===== config.mk =====
export PLATFORM = sky130hd
export DESIGN_NAME = oaht_mod
export DESIGN_NICKNAME = d
export VERILOG_FILES = /design/src/oaht_pkg.sv /design/src/oaht_mod.sv
export SDC_FILE = /design/constraint.sdc
export NUM_CORES = 1
export LEC_CHECK = 0
export BUFFER_PORTS_ARGS = -buffer_cell sky130_fd_sc_hd__buf_2
export CAP_MARGIN = 20
export CELL_PAD_IN_SITES_DETAIL_PLACEMENT = 0
export CELL_PAD_IN_SITES_GLOBAL_PLACEMENT = 1
export CORE_UTILIZATION = 28
export DETAILED_ROUTE_END_ITERATION = 10
export GPL_TIMING_DRIVEN = 0
export PLACE_DENSITY = 0.69
export RECOVER_POWER = 50
export SYNTH_ARGS = -nofsm -noshare
export SYNTH_HDL_FRONTEND = slang
export SYNTH_SLANG_ARGS = --single-unit

===== constraint.sdc =====
create_clock -name clock -period 2.4 [get_ports clock]
set_input_delay 0 -clock clock [delete_from_list [all_inputs] [get_ports clock]]
set_output_delay 0 -clock clock [all_outputs]
set_load 0.01 [all_outputs]

===== src/oaht_pkg.sv =====
package oaht_pkg;

   localparam int SIZE_W     = 11;
   localparam int KEY_W      = 32;
   localparam int VALUE_W    = 32;
   localparam int DIGITS     = 10;
   localparam int SIZE_MIN   = 10;
   localparam int SIZE_RESET = 100;

   localparam logic [1:0] OP_INSERT = 2'd0;
   localparam logic [1:0] OP_SEARCH = 2'd1;
   localparam logic [1:0] OP_REMOVE = 2'd2;

   typedef struct packed {
      logic [1:0]                op;
      logic signed [KEY_W-1:0]   key;
      logic [VALUE_W-1:0]        value;
   } req_type;

   typedef struct packed {
      logic                      success;
      logic [VALUE_W-1:0]        found_value;
   } rsp_type;

   // start/finish handshake between the sequencer and a worker unit
   typedef struct packed {
      logic start;
   } unit_cmd_type;

   typedef struct packed {
      logic done;
   } unit_sts_type;

endpackage


===== src/oaht_mod.sv =====
module oaht_mod (
   input  logic                        clock,
   input  logic                        reset,
   input  oaht_pkg::unit_cmd_type      cmd,
   input  logic [31:0]                 dividend,
   input  logic [oaht_pkg::SIZE_W-1:0] divisor,
   output oaht_pkg::unit_sts_type      sts,
   output logic [oaht_pkg::SIZE_W-1:0] remainder
);
   import oaht_pkg::*;

   logic              busy_ff, busy_in;
   logic              done_ff, done_in;
   logic [4:0]        cnt_ff, cnt_in;
   logic [31:0]       num_ff, num_in;
   logic [SIZE_W-1:0] div_ff, div_in;
   logic [SIZE_W-1:0] rem_ff, rem_in;
   logic [SIZE_W:0]   trial;

   // one restoring remainder step per cycle, most significant bit first
   always_comb begin
      busy_in = busy_ff;
      done_in = done_ff;
      cnt_in  = cnt_ff;
      num_in  = num_ff;
      div_in  = div_ff;
      rem_in  = rem_ff;
      trial   = {rem_ff, num_ff[31]};
      if (cmd.start) begin
         busy_in = 1'b1;
         done_in = 1'b0;
         cnt_in  = '0;
         num_in  = dividend;
         div_in  = divisor;
         rem_in  = '0;
      end else if (busy_ff) begin
         num_in = {num_ff[30:0], 1'b0};
         if (trial >= {1'b0, div_ff}) begin
            rem_in = SIZE_W'(trial - {1'b0, div_ff});
         end else begin
            rem_in = SIZE_W'(trial);
         end
         cnt_in = cnt_ff + 5'd1;
         if (cnt_ff == 5'd31) begin
            busy_in = 1'b0;
            done_in = 1'b1;
         end
      end
   end

   always_ff @(posedge clock) begin
      if (reset) begin
         busy_ff <= 1'b0;
         done_ff <= 1'b0;
      end else begin
         busy_ff <= busy_in;
         done_ff <= done_in;
      end
      cnt_ff <= cnt_in;
      num_ff <= num_in;
      div_ff <= div_in;
      rem_ff <= rem_in;
   end

   assign sts.done  = done_ff;
   assign remainder = rem_ff;

endmodule


==> reports/qor.txt <==
run status - finished, violations left
violated checks - setup timing
via count - 2324
post-synthesis compound-gate area fraction - 11.2%
Port Buf Inserts - 57
CTS tree - done
Ports - 58
post-DP HPWL - 4.61 mm
Synth Register Bits - 61
yosys warns - 0
DR iter-0 viols - 60
pwr dens - 627 nW/um^2
worst reg-to-reg path cell count - 8
Final min period - 2.48 ns
routed length per instance - 13.3 um
Syn Nets - 306
DP Worst Slack - -0.275 ns
max-cap violations - 0
min-delay worst type - in -> reg
post-route antenna net violation count - 0
Critical Path Start Type - flop
placement row count - 37
Hold WS - 0.276 ns
Critical Path RT - 2.65 ns
Initial Util - 29.0%
share of the yosys chip area belonging to registers - 55.2%
Slew Viols, Final - 0
Pleak - 1.69 nW
# fillers - 1034
die width - 105 um
vias per cell - 4.58
number of synthesized flops with an enable pin - 43
ys async rst share - 0%
Top FF cell, synth - edfxtp_1
post-synthesis adder-cell area fraction - 6.10%
clock root buffer master - clkbuf_8
peak supply drop - 306 uV
multi-input gate area in the final layout - 1310 sq um
Worst Hold Depth - 1
Crit. End Element - flop
global-route wire length before repair - 11.3 mm
Worst-path clk slew - 0.07 ns
design area - 4220 sq um
layout cells sized above 1 - 30.7%
mux contribution to synthesized area - 13.4%
Total Wirelength - 6.74 mm
synthesized cell area - 2990 sq um
largest family of logic cells by synthesized area - multiplexers
final hold vios - 0
Crit path arrival time - 2.73 ns
Final Wtd Congestion - 0.811
ANT cells - 0
worst-margin pin slew - 0.777 ns
RSZ-0062 raised after global routing - true
maximum fanout along the worst path - 7
post-synthesis instance total - 246
FF/Latch Area - 1650 sq um
flop2flop setup slack - -0.08 ns
post-synth cell types - 42
placed cell areas - 3490 sq um
Layout Skew - 0.00556 ns
total congestion overflow - 0
first-pass iteration count of the detailed router - 4
xor/xnor share of the synthesized area - 2.05%
Setup WS post-layout - -0.0756 ns
Die ar. - 11100 sq um
Slew headroom - 48.2%
Syn Area/Cell - 12.2 sq um
clock latency on the worst-skew pair - 0.33 ns
vias in the first global route - 2345
final worst path period share - 103%
Fmax - 404 MHz
Final nets - 426
simple-gate area share of the yosys netlist - 8.78%
initial antenna violation count - 0
Layout area overhead - 40.9%
# setup viols final - 1
gr usage total - 13.3%
CTS H-tree lvls - 3
clk buf depth - 2
pin count of the biggest net entering global routing - 23
Remaining DRCs - 0
critical path class - reg -> reg
core area - 10300 sq um
Chip Height - 105 um
TritonCTS Buffers - 9
TritonCTS sink count - 61
[path summary, 6_finish.rpt]
check	startpoint	end
hold / removal	cmd	div_ff[4]$_DFFE_PP_
setup reg to reg	div_ff[0]$_DFFE_PP_	remainder[6]$_SDFFE_PP0P_
hold reg to reg	remainder[7]$_SDFFE_PP0P_	remainder[7]$_SDFFE_PP0P_
setup / recovery	div_ff[0]$_DFFE_PP_	remainder[6]$_SDFFE_PP0P_
[cell usage after synthesis, types with 2 or more instances]
| library cell | instances | area share [%] |
|---|---|---|
| edfxtp_1 | 43 | 43 |
| mux2_2 | 33 | 12 |
| nor2_1 | 19 | 2.4 |
| dfxtp_1 | 18 | 12 |
| inv_1 | 17 | 2.1 |
| a21oi_1 | 14 | 2.3 |
| o21ai_0 | 14 | 2.3 |
| ha_1 | 13 | 5.4 |
| nand2_1 | 13 | 1.6 |
| clkbuf_1 | 6 | 0.75 |
| nor3_1 | 4 | 0.67 |
| o21a_1 | 4 | 1.0 |
| xnor2_1 | 4 | 1.2 |
| a22o_1 | 3 | 0.88 |
| mux2i_1 | 3 | 1.0 |
| nand4_1 | 3 | 0.63 |
| xor2_1 | 3 | 0.88 |
| a211oi_1 | 2 | 0.50 |
| a21o_1 | 2 | 0.50 |
| and2_1 | 2 | 0.42 |
| and3_1 | 2 | 0.42 |
| nand2b_1 | 2 | 0.42 |
| nor2b_1 | 2 | 0.42 |
| or3_1 | 2 | 0.42 |
[timing repair]
| action | CTS | global route |
|---|---|---|
| endpoints found under the setup margin | 27 | 34 |
| resized for setup | 4 | 6 |
| hold buffers | 44 | 0 |
| buffers inserted | 4 | 4 |
| endpoints found under the hold margin | 45 | 0 |
| pin swaps | 5 | 3 |
[report_power, final]
group / switching [W] / total [W] / internal (W) / leakage (nW)
Clock: 0.000400 / 0.000984 / 0.000584 / 0.101
Combinational: 0.000182 / 0.000401 / 0.000218 / 1.02
Sequential: 0.0000335 / 0.00126 / 0.00123 / 0.576
[metrics by stage]
stage / std cells / setup TNS (ns) / total power (W) / util (%)
2_1_floorplan: 246 / -0.0813 / 0.00149 / -
3_3_place_gp: 439 / -9.71 / 0.00160 / 33.5
3_5_place_dp: 440 / -1.06 / 0.00161 / 33.8
4_1_cts: 503 / -0.714 / 0.00268 / 40.5
5_1_grt: 507 / -0.361 / 0.00278 / 40.9
6_report: 507 / -0.0756 / 0.00265 / 40.9
[layout by cell type (no fill, tap or decap), drive strengths merged, types with 2 or more instances in the layout]
master / count
buf: 53
dlygate4sd3: 44
edfxtp: 43
mux2: 33
clkbuf: 31
nor2: 19
dfxtp: 18
inv: 17
o21ai: 14
a21oi: 14
nand2: 13
ha: 13
nor3: 5
xnor2: 4
o21a: 4
nand4: 3
xor2: 3
a22o: 3
mux2i: 3
nand2b: 3
and3: 2
a211oi: 2
or3: 2
nor2b: 2
a21o: 2
bufinv: 2
and2: 2
[logic make-up after synthesis]
family                     Yosys count
AOI/OAI and AO/OA                   50
xor gates and xnor gates             7
adders and majority gates           14
buffers and inverters               24
DFF                                 61
muxes                               36
and+or+nand+nor                     54
[layer usage]
layer	vias to the layer above	global-route usage, %	wire length [um]
met1	1106	15.3	2980
met2	54	23.0	3360
li1	1154	-	-
met3	10	4.39	325
met5	-	0	0
met4	0	4.23	83
[final cells by class]
cell class | instances | area share (%)
plain buffers | 6 | 0.534
flip-flops and latches | 61 | 39.2
clock buffers | 12 | 3.20
repair buffers | 110 | 18.9
multi-input cells | 161 | 30.9
well taps | 136 | 4.03
clock inverters | 4 | 1.72
inverters | 17 | 1.51
[worst max-delay path, cell delays in order, from the launching register on]
cell and delay, ns:
edfxtp_1 0.42, ha_4 0.19, fa_2 0.33, nand2b_4 0.16
o2bb2ai_4 0.14, a211o_4 0.35, and2_4 0.20, or3b_4 0.38
a311oi_2 0.22
[registers in the layout, summed over array words and instances, names as in the netlist]
register	flops
busy_ff	1
cnt_ff	5
div_ff	11
num_ff	32
remainder	11
sts	1
No activity file was read; power rests on OpenSTA's default activity.
