**config.mk**
```make
export PLATFORM = sky130hd
export DESIGN_NAME = oaht_fold
export DESIGN_NICKNAME = d
export VERILOG_FILES = /design/src/oaht_pkg.sv /design/src/oaht_fold.sv
export SDC_FILE = /design/constraint.sdc
export NUM_CORES = 1
export LEC_CHECK = 0
export BUFFER_PORTS_ARGS = -buffer_cell sky130_fd_sc_hd__buf_2
export CAP_MARGIN = 20
export CELL_PAD_IN_SITES_DETAIL_PLACEMENT = 1
export CELL_PAD_IN_SITES_GLOBAL_PLACEMENT = 2
export CORE_MARGIN = 2
export CORE_UTILIZATION = 44
export DETAILED_ROUTE_END_ITERATION = 8
export HOLD_SLACK_MARGIN = 0.1
export PLACE_DENSITY_LB_ADDON = 0.2
export SLEW_MARGIN = 10
export SYNTH_ARGS = -nofsm -noshare
export SYNTH_HDL_FRONTEND = slang
export SYNTH_SLANG_ARGS = --single-unit
```
**constraint.sdc**
```tcl
create_clock -name clock -period 11.9 [get_ports clock]
set_input_delay 0 -clock clock [delete_from_list [all_inputs] [get_ports clock]]
set_output_delay 0 -clock clock [all_outputs]
set_load 0.005 [all_outputs]
```
**src/oaht_pkg.sv**
```systemverilog
package oaht_pkg;

   localparam int SIZE_W     = 11;
   localparam int KEY_W      = 32;
   localparam int VALUE_W    = 32;
   localparam int DIGITS     = 10;
   localparam int SIZE_MIN   = 10;
   localparam int SIZE_RESET = 100;

   localparam logic [1:0] OP_INSERT = 2'd0;
   localparam logic [1:0] OP_SEARCH = 2'd1;
   localparam logic [1:0] OP_REMOVE = 2'd2;

   typedef struct packed {
      logic [1:0]                op;
      logic signed [KEY_W-1:0]   key;
      logic [VALUE_W-1:0]        value;
   } req_type;

   typedef struct packed {
      logic                      success;
      logic [VALUE_W-1:0]        found_value;
   } rsp_type;

   // start/finish handshake between the sequencer and a worker unit
   typedef struct packed {
      logic start;
   } unit_cmd_type;

   typedef struct packed {
      logic done;
   } unit_sts_type;

endpackage

```
**src/oaht_fold.sv**
```systemverilog
module oaht_fold (
   input  logic                        clock,
   input  logic                        reset,
   input  oaht_pkg::unit_cmd_type      cmd,
   input  logic [31:0]                 mag,
   input  logic [oaht_pkg::SIZE_W-1:0] size,
   output oaht_pkg::unit_sts_type      sts,
   output logic [oaht_pkg::SIZE_W-1:0] home
);
   import oaht_pkg::*;

   typedef enum logic [4:0] {
      F_IDLE  = 5'b00001,
      F_CONV  = 5'b00010,
      F_TOP   = 5'b00100,
      F_FOLD  = 5'b01000,
      F_CHECK = 5'b10000
   } fold_state_type;

   fold_state_type    state_ff, state_in;
   logic              done_ff, done_in;
   logic [4:0]        cnt_ff, cnt_in;
   logic [31:0]       shr_ff, shr_in;
   logic [SIZE_W-1:0] size_ff, size_in;
   logic [SIZE_W-1:0] home_ff, home_in;
   logic [3:0]        top_ff, top_in;
   logic [3:0]        dig_ff [DIGITS];
   logic [3:0]        dig_in [DIGITS];
   logic [3:0]        adj    [DIGITS];
   logic [4:0]        psum;
   logic [16:0]       fval;

   always_comb begin
      state_in = state_ff;
      done_in  = done_ff;
      cnt_in   = cnt_ff;
      shr_in   = shr_ff;
      size_in  = size_ff;
      home_in  = home_ff;
      top_in   = top_ff;
      dig_in   = dig_ff;
      psum     = '0;
      for (int k = 0; k < DIGITS; k++) begin
         adj[k] = (dig_ff[k] >= 4'd5) ? dig_ff[k] + 4'd3 : dig_ff[k];
      end
      fval = 17'(dig_ff[0]) + 17'(dig_ff[1]) * 17'd10 + 17'(dig_ff[2]) * 17'd100
           + 17'(dig_ff[3]) * 17'd1000 + 17'(dig_ff[4]) * 17'd10000;
      case (state_ff)
         F_IDLE: begin
            if (cmd.start) begin
               done_in = 1'b0;
               size_in = size;
               shr_in  = mag;
               cnt_in  = '0;
               for (int k = 0; k < DIGITS; k++) begin
                  dig_in[k] = '0;
               end
               // small magnitudes are their own home slot
               if (mag <= 32'(size)) begin
                  home_in = SIZE_W'(mag);
                  done_in = 1'b1;
               end else begin
                  state_in = F_CONV;
               end
            end
         end
         F_CONV: begin
            // binary to decimal, one bit per cycle
            dig_in[0] = {adj[0][2:0], shr_ff[31]};
            for (int k = 1; k < DIGITS; k++) begin
               dig_in[k] = {adj[k][2:0], adj[k-1][3]};
            end
            shr_in = {shr_ff[30:0], 1'b0};
            cnt_in = cnt_ff + 5'd1;
            if (cnt_ff == 5'd31) begin
               state_in = F_TOP;
            end
         end
         F_TOP: begin
            // find the highest non-zero digit
            top_in = '0;
            for (int k = 0; k < DIGITS; k++) begin
               if (dig_ff[k] != 4'd0) begin
                  top_in = 4'(k);
               end
            end
            state_in = F_FOLD;
         end
         F_FOLD: begin
            // add the outermost pairs modulo ten, drop the upper half
            for (int k = 0; k < DIGITS; k++) begin
               for (int j = 0; j < DIGITS; j++) begin
                  if (k < j && 4'(j + k) == top_ff) begin
                     psum = 5'(dig_ff[k]) + 5'(dig_ff[j]);
                     dig_in[k] = (psum >= 5'd10) ? 4'(psum - 5'd10) : 4'(psum);
                     dig_in[j] = '0;
                  end
               end
            end
            top_in   = top_ff >> 1;
            state_in = F_CHECK;
         end
         F_CHECK: begin
            if (fval > 17'(size_ff)) begin
               state_in = F_FOLD;
            end else begin
               home_in  = SIZE_W'(fval);
               done_in  = 1'b1;
               state_in = F_IDLE;
            end
         end
         default: begin
            state_in = F_IDLE;
         end
      endcase
   end

   always_ff @(posedge clock) begin
      if (reset) begin
         state_ff <= F_IDLE;
         done_ff  <= 1'b0;
      end else begin
         state_ff <= state_in;
         done_ff  <= done_in;
      end
      cnt_ff  <= cnt_in;
      shr_ff  <= shr_in;
      size_ff <= size_in;
      home_ff <= home_in;
      top_ff  <= top_in;
      dig_ff  <= dig_in;
   end

   assign sts.done = done_ff;
   assign home     = home_ff;

endmodule

```
==> results.py <==
metrics = {
    "outcome": {
        "status": "finished clean",
    },
    "power_and_ir_drop": {
        "ir_worst_vdd_mv": 0.273,
        "p_per_area_mw_per_mm2": 218,
        "p_leak_nw": 9.37,
    },
    "clock_network": {
        "clock-sinks": 109,
        "clk_pin_slew_ns": 0.09,
        "postCtsResizedCells": 0,
        "postCtsSetupRepairBufs": 0,
        "clockBufferDepth": 2,
        "cts_tree": "done",
        "cts.htree.levels": 3,
        "worstSkewPairLatency_ns": 0.39,
        "cts_root_buffer": "clkbuf_16",
        "cts_inserted_buffers": 9,
    },
    "synthesis": {
        "synth_compound_area_share_pct": 21.1,
        "synthTopCellsByArea": "ha_1, edfxtp_1, fa_1, xnor2_1, a21oi_1",
        "synthCells": 2063,
        "synth_edf_count": 103,
        "syn-cell-area_sq_mm": 0.0182,
        "async_reset_ff_share_pct": 0,
        "synthSimpleGateAreaFrac_pct": 12.8,
        "synth_area_per_cell_sq_um": 8.81,
        "yosys.area.top_type_share_pct": 23.6,
        "syn_nets": 2524,
        "yosysSeqAreaShare_pct": 17.7,
        "synthMuxAreaShare_pct": 4.03,
        "synth_top_family_by_area": "adder cells",
        "synth.largest_area_cell": "ha_1",
        "synthAdderAreaFrac_pct": 31.5,
        "synth_warnings": 0,
        "ys_seq_elements": 109,
        "synthFlopType": "edfxtp_1",
        "yosysUniqueCellTypes": 71,
        "synthXorXnorAreaFrac_pct": 8.48,
    },
    "die": {
        "rows": 74,
        "die_area_sq_mm": 0.0429,
        "chipHeight_um": 207,
        "die_w_um": 207,
        "io_pins": 58,
        "core_area_sq_mm": 0.0408,
        "initial_utilization_pct": 44.5,
    },
    "route": {
        "firstDrtPassIters": 6,
        "viasPerCell": 6.08,
        "drc": 0,
        "post_drt_wl_per_cell_um": 23.6,
        "ant_nets": 0,
        "routed_wl_um": 63900,
        "vias": 16500,
        "drt_iter0_drc": 920,
    },
    "global_route": {
        "grt_util_met3_pct": 2.86,
        "grt_antenna_before_repair": 0,
        "grt_remaining_overflow": 0,
        "grt_use_total_pct": 29.8,
        "gr-max-usage-layer": "met2",
        "grt_max_degree": 49,
        "met1_usage_pct": 37.8,
        "grt_pass1_wl_um": 100000,
        "met2_usage_pct": 52.3,
        "grt_pass1_vias": 17459,
    },
    "worst_setup_path": {
        "crit_type": "flop to flop",
        "crit_required_ns": 11.99,
        "r2r-start": "dig_ff[26]",
        "cp-startpoint": "dig_ff[26]",
        "path_max_fanout": 18,
        "worstSetupEndpointType": "flop",
        "arrival_ns": 7.07,
        "start_kind": "flop",
        "rr_worst_depth": 21,
    },
    "final_layout": {
        "post-route-cell-area_sq_mm": 0.0200,
        "antennaDiodeCount": 0,
        "final_layout_size_suffix_gt1_share_pct": 7.02,
        "multiInputGateArea_sq_mm": 0.0142,
        "seqCellArea_sq_mm": 0.00321,
        "nNetsFinal": 2637,
        "n_fill_cell": 4746,
        "syn2layout_area_growth_pct": 10.3,
    },
    "place": {
        "numPortBuffers": 57,
        "place_ws_ns": 4.85,
        "place_area_sq_mm": 0.0193,
        "place_congestion": 0.906,
        "dp.final_hpwl_um": 49100,
    },
    "timing": {
        "setup_viol": 0,
        "setup_tns_ns": 0,
        "relSlewSlack_pct": 26.5,
        "slew_viol_final": 0,
        "finClkSkew_ns": 0.0145,
        "fin_crit_sh_pct": 58.7,
        "rsz0062_at_grt": "no",
        "min_period_ns": 6.98,
        "worst_slew_pin_slew_ns": 1.10,
        "worst_slack_ns": 4.92,
        "max_freq_mhz": 143,
        "hold_viol": 0,
    },
    "hold_path": {
        "holdCritStartpoint": "size[2]",
        "holdCritPathClass": "input port to flop",
        "hold_depth": 2,
    },
    "run": {
        "maxCapViolCount": 0,
    },
}
cells in the final DEF, fill, tap and decap left out, types with 45 or more instances in the layout:
cell           Yosys  routed
nand2_1          218     218
inv_1            173     173
nor2_1            89      88
a21oi_1          191     191
edfxtp_1         103     103
dlygate4sd3_1      0      45
o21ai_0           73      73
buf_2              4      57
a21o_1            95      95
xnor2_1          155     155
fa_1              72      72
ha_1             343     343
synth_stat cells (all sizes together) (10+ instances only):
library cell,n
mux2,26
fa,72
a211oi,19
a21oi,192
nand2b,15
nand3,27
o211ai,13
nor3b,15
inv,174
clkbuf,28
xor2,21
a211o,11
nand2,218
a21boi,30
nand3b,39
o21ai,74
edfxtp,103
a21o,95
xnor2,155
o22ai,36
o31ai,10
a31oi,24
ha,343
nor2b,10
nor2,90
mux2i,44
a22oi,15
nor3,34
nor4,15
where the power goes:
group / internal, W / switching, W
clock: 0.000171 / 0.000174
sequential: 0.000480 / 0.0000942
combinational: 0.00147 / 0.00198
total: 0.00212 / 0.00225
cells by family (layout without fill, tap and decap cells):
| logic type | count (synthesis) | after routing |
|---|---|---|
| AOI/OAI and AO/OA | 590 | 590 |
| xor gates and xnor gates | 176 | 176 |
| adders and majority gates | 415 | 415 |
| buffers and inverters | 210 | 328 |
| DFF | 109 | 109 |
| muxes | 70 | 70 |
| and+or+nand+nor | 493 | 493 |
per-stage QoR:
step | total power, W | cells | utilization [%] | hold WS [ns]
2_1_floorplan | 0.00314 | 2063 | - | 0.0662
3_3_place_gp | 0.00385 | 2652 | 47.2 | 0.194
3_5_place_dp | 0.00399 | 2652 | 47.2 | 0.199
4_1_cts | 0.00438 | 2713 | 49.1 | 0.339
5_1_grt | 0.00483 | 2713 | 49.1 | 0.354
6_report | 0.00437 | 2713 | 49.1 | 0.358
sequential cells by signal, indices dropped and copies added (netlist names):
| register | count |
|---|---|
| dig_ff | 40 |
| shr_ff | 32 |
| home | 11 |
| size_ff | 11 |
| cnt_ff | 5 |
| state_ff | 5 |
| top_ff | 4 |
| sts | 1 |
final timing paths:
check | endpoint | slack, ns
setup / recovery | home[7] | 4.92
hold reg to reg | shr_ff[30] | 0.52
hold / removal | size_ff[2] | 0.36
setup reg to reg | home[7] | 4.92
layer usage:
| layer | vias up | part of all wire [%] |
|---|---|---|
| li1 | 7756 | - |
| met1 | 8196 | 43 |
| met2 | 432 | 49 |
| met3 | 116 | 4.2 |
| met4 | 0 | 3.8 |
| met5 | - | 0 |
critical path: stages (launching register included):
cell       delay [ns]
edfxtp_1         0.91
fa_1             0.63
fa_1             0.51
ha_1             0.35
a21oi_1          0.23
xnor2_1          0.18
fa_1             0.47
ha_1             0.31
ha_1             0.40
a2111oi_4        0.34
o21ai_2          0.13
nand2_1          0.11
xnor2_1          0.16
ha_1             0.30
a21oi_1          0.15
o21ai_0          0.11
nor4_1           0.29
o211ai_1         0.15
nor4_2           0.42
nand2b_1         0.17
o21ai_0          0.11
buf_4            0.22
layout make-up:
type	instances	share of cell area, %
Sequential cell	109	16.0
Timing Repair Buffer	138	5.02
Tap cell	532	3.32
Inverter	174	3.26
Multi-Input combinational cell	1744	70.7
Clock inverter	7	0.500
Clock buffer	9	1.12
what timing repair did:
| action | in CTS | in global routing |
|---|---|---|
| endpoints found under the setup margin | 0 | 0 |
| hold buffers | 45 | 0 |
| endpoints found under the hold margin | 60 | 0 |
Note: power is estimated with default switching activity, not from simulation.
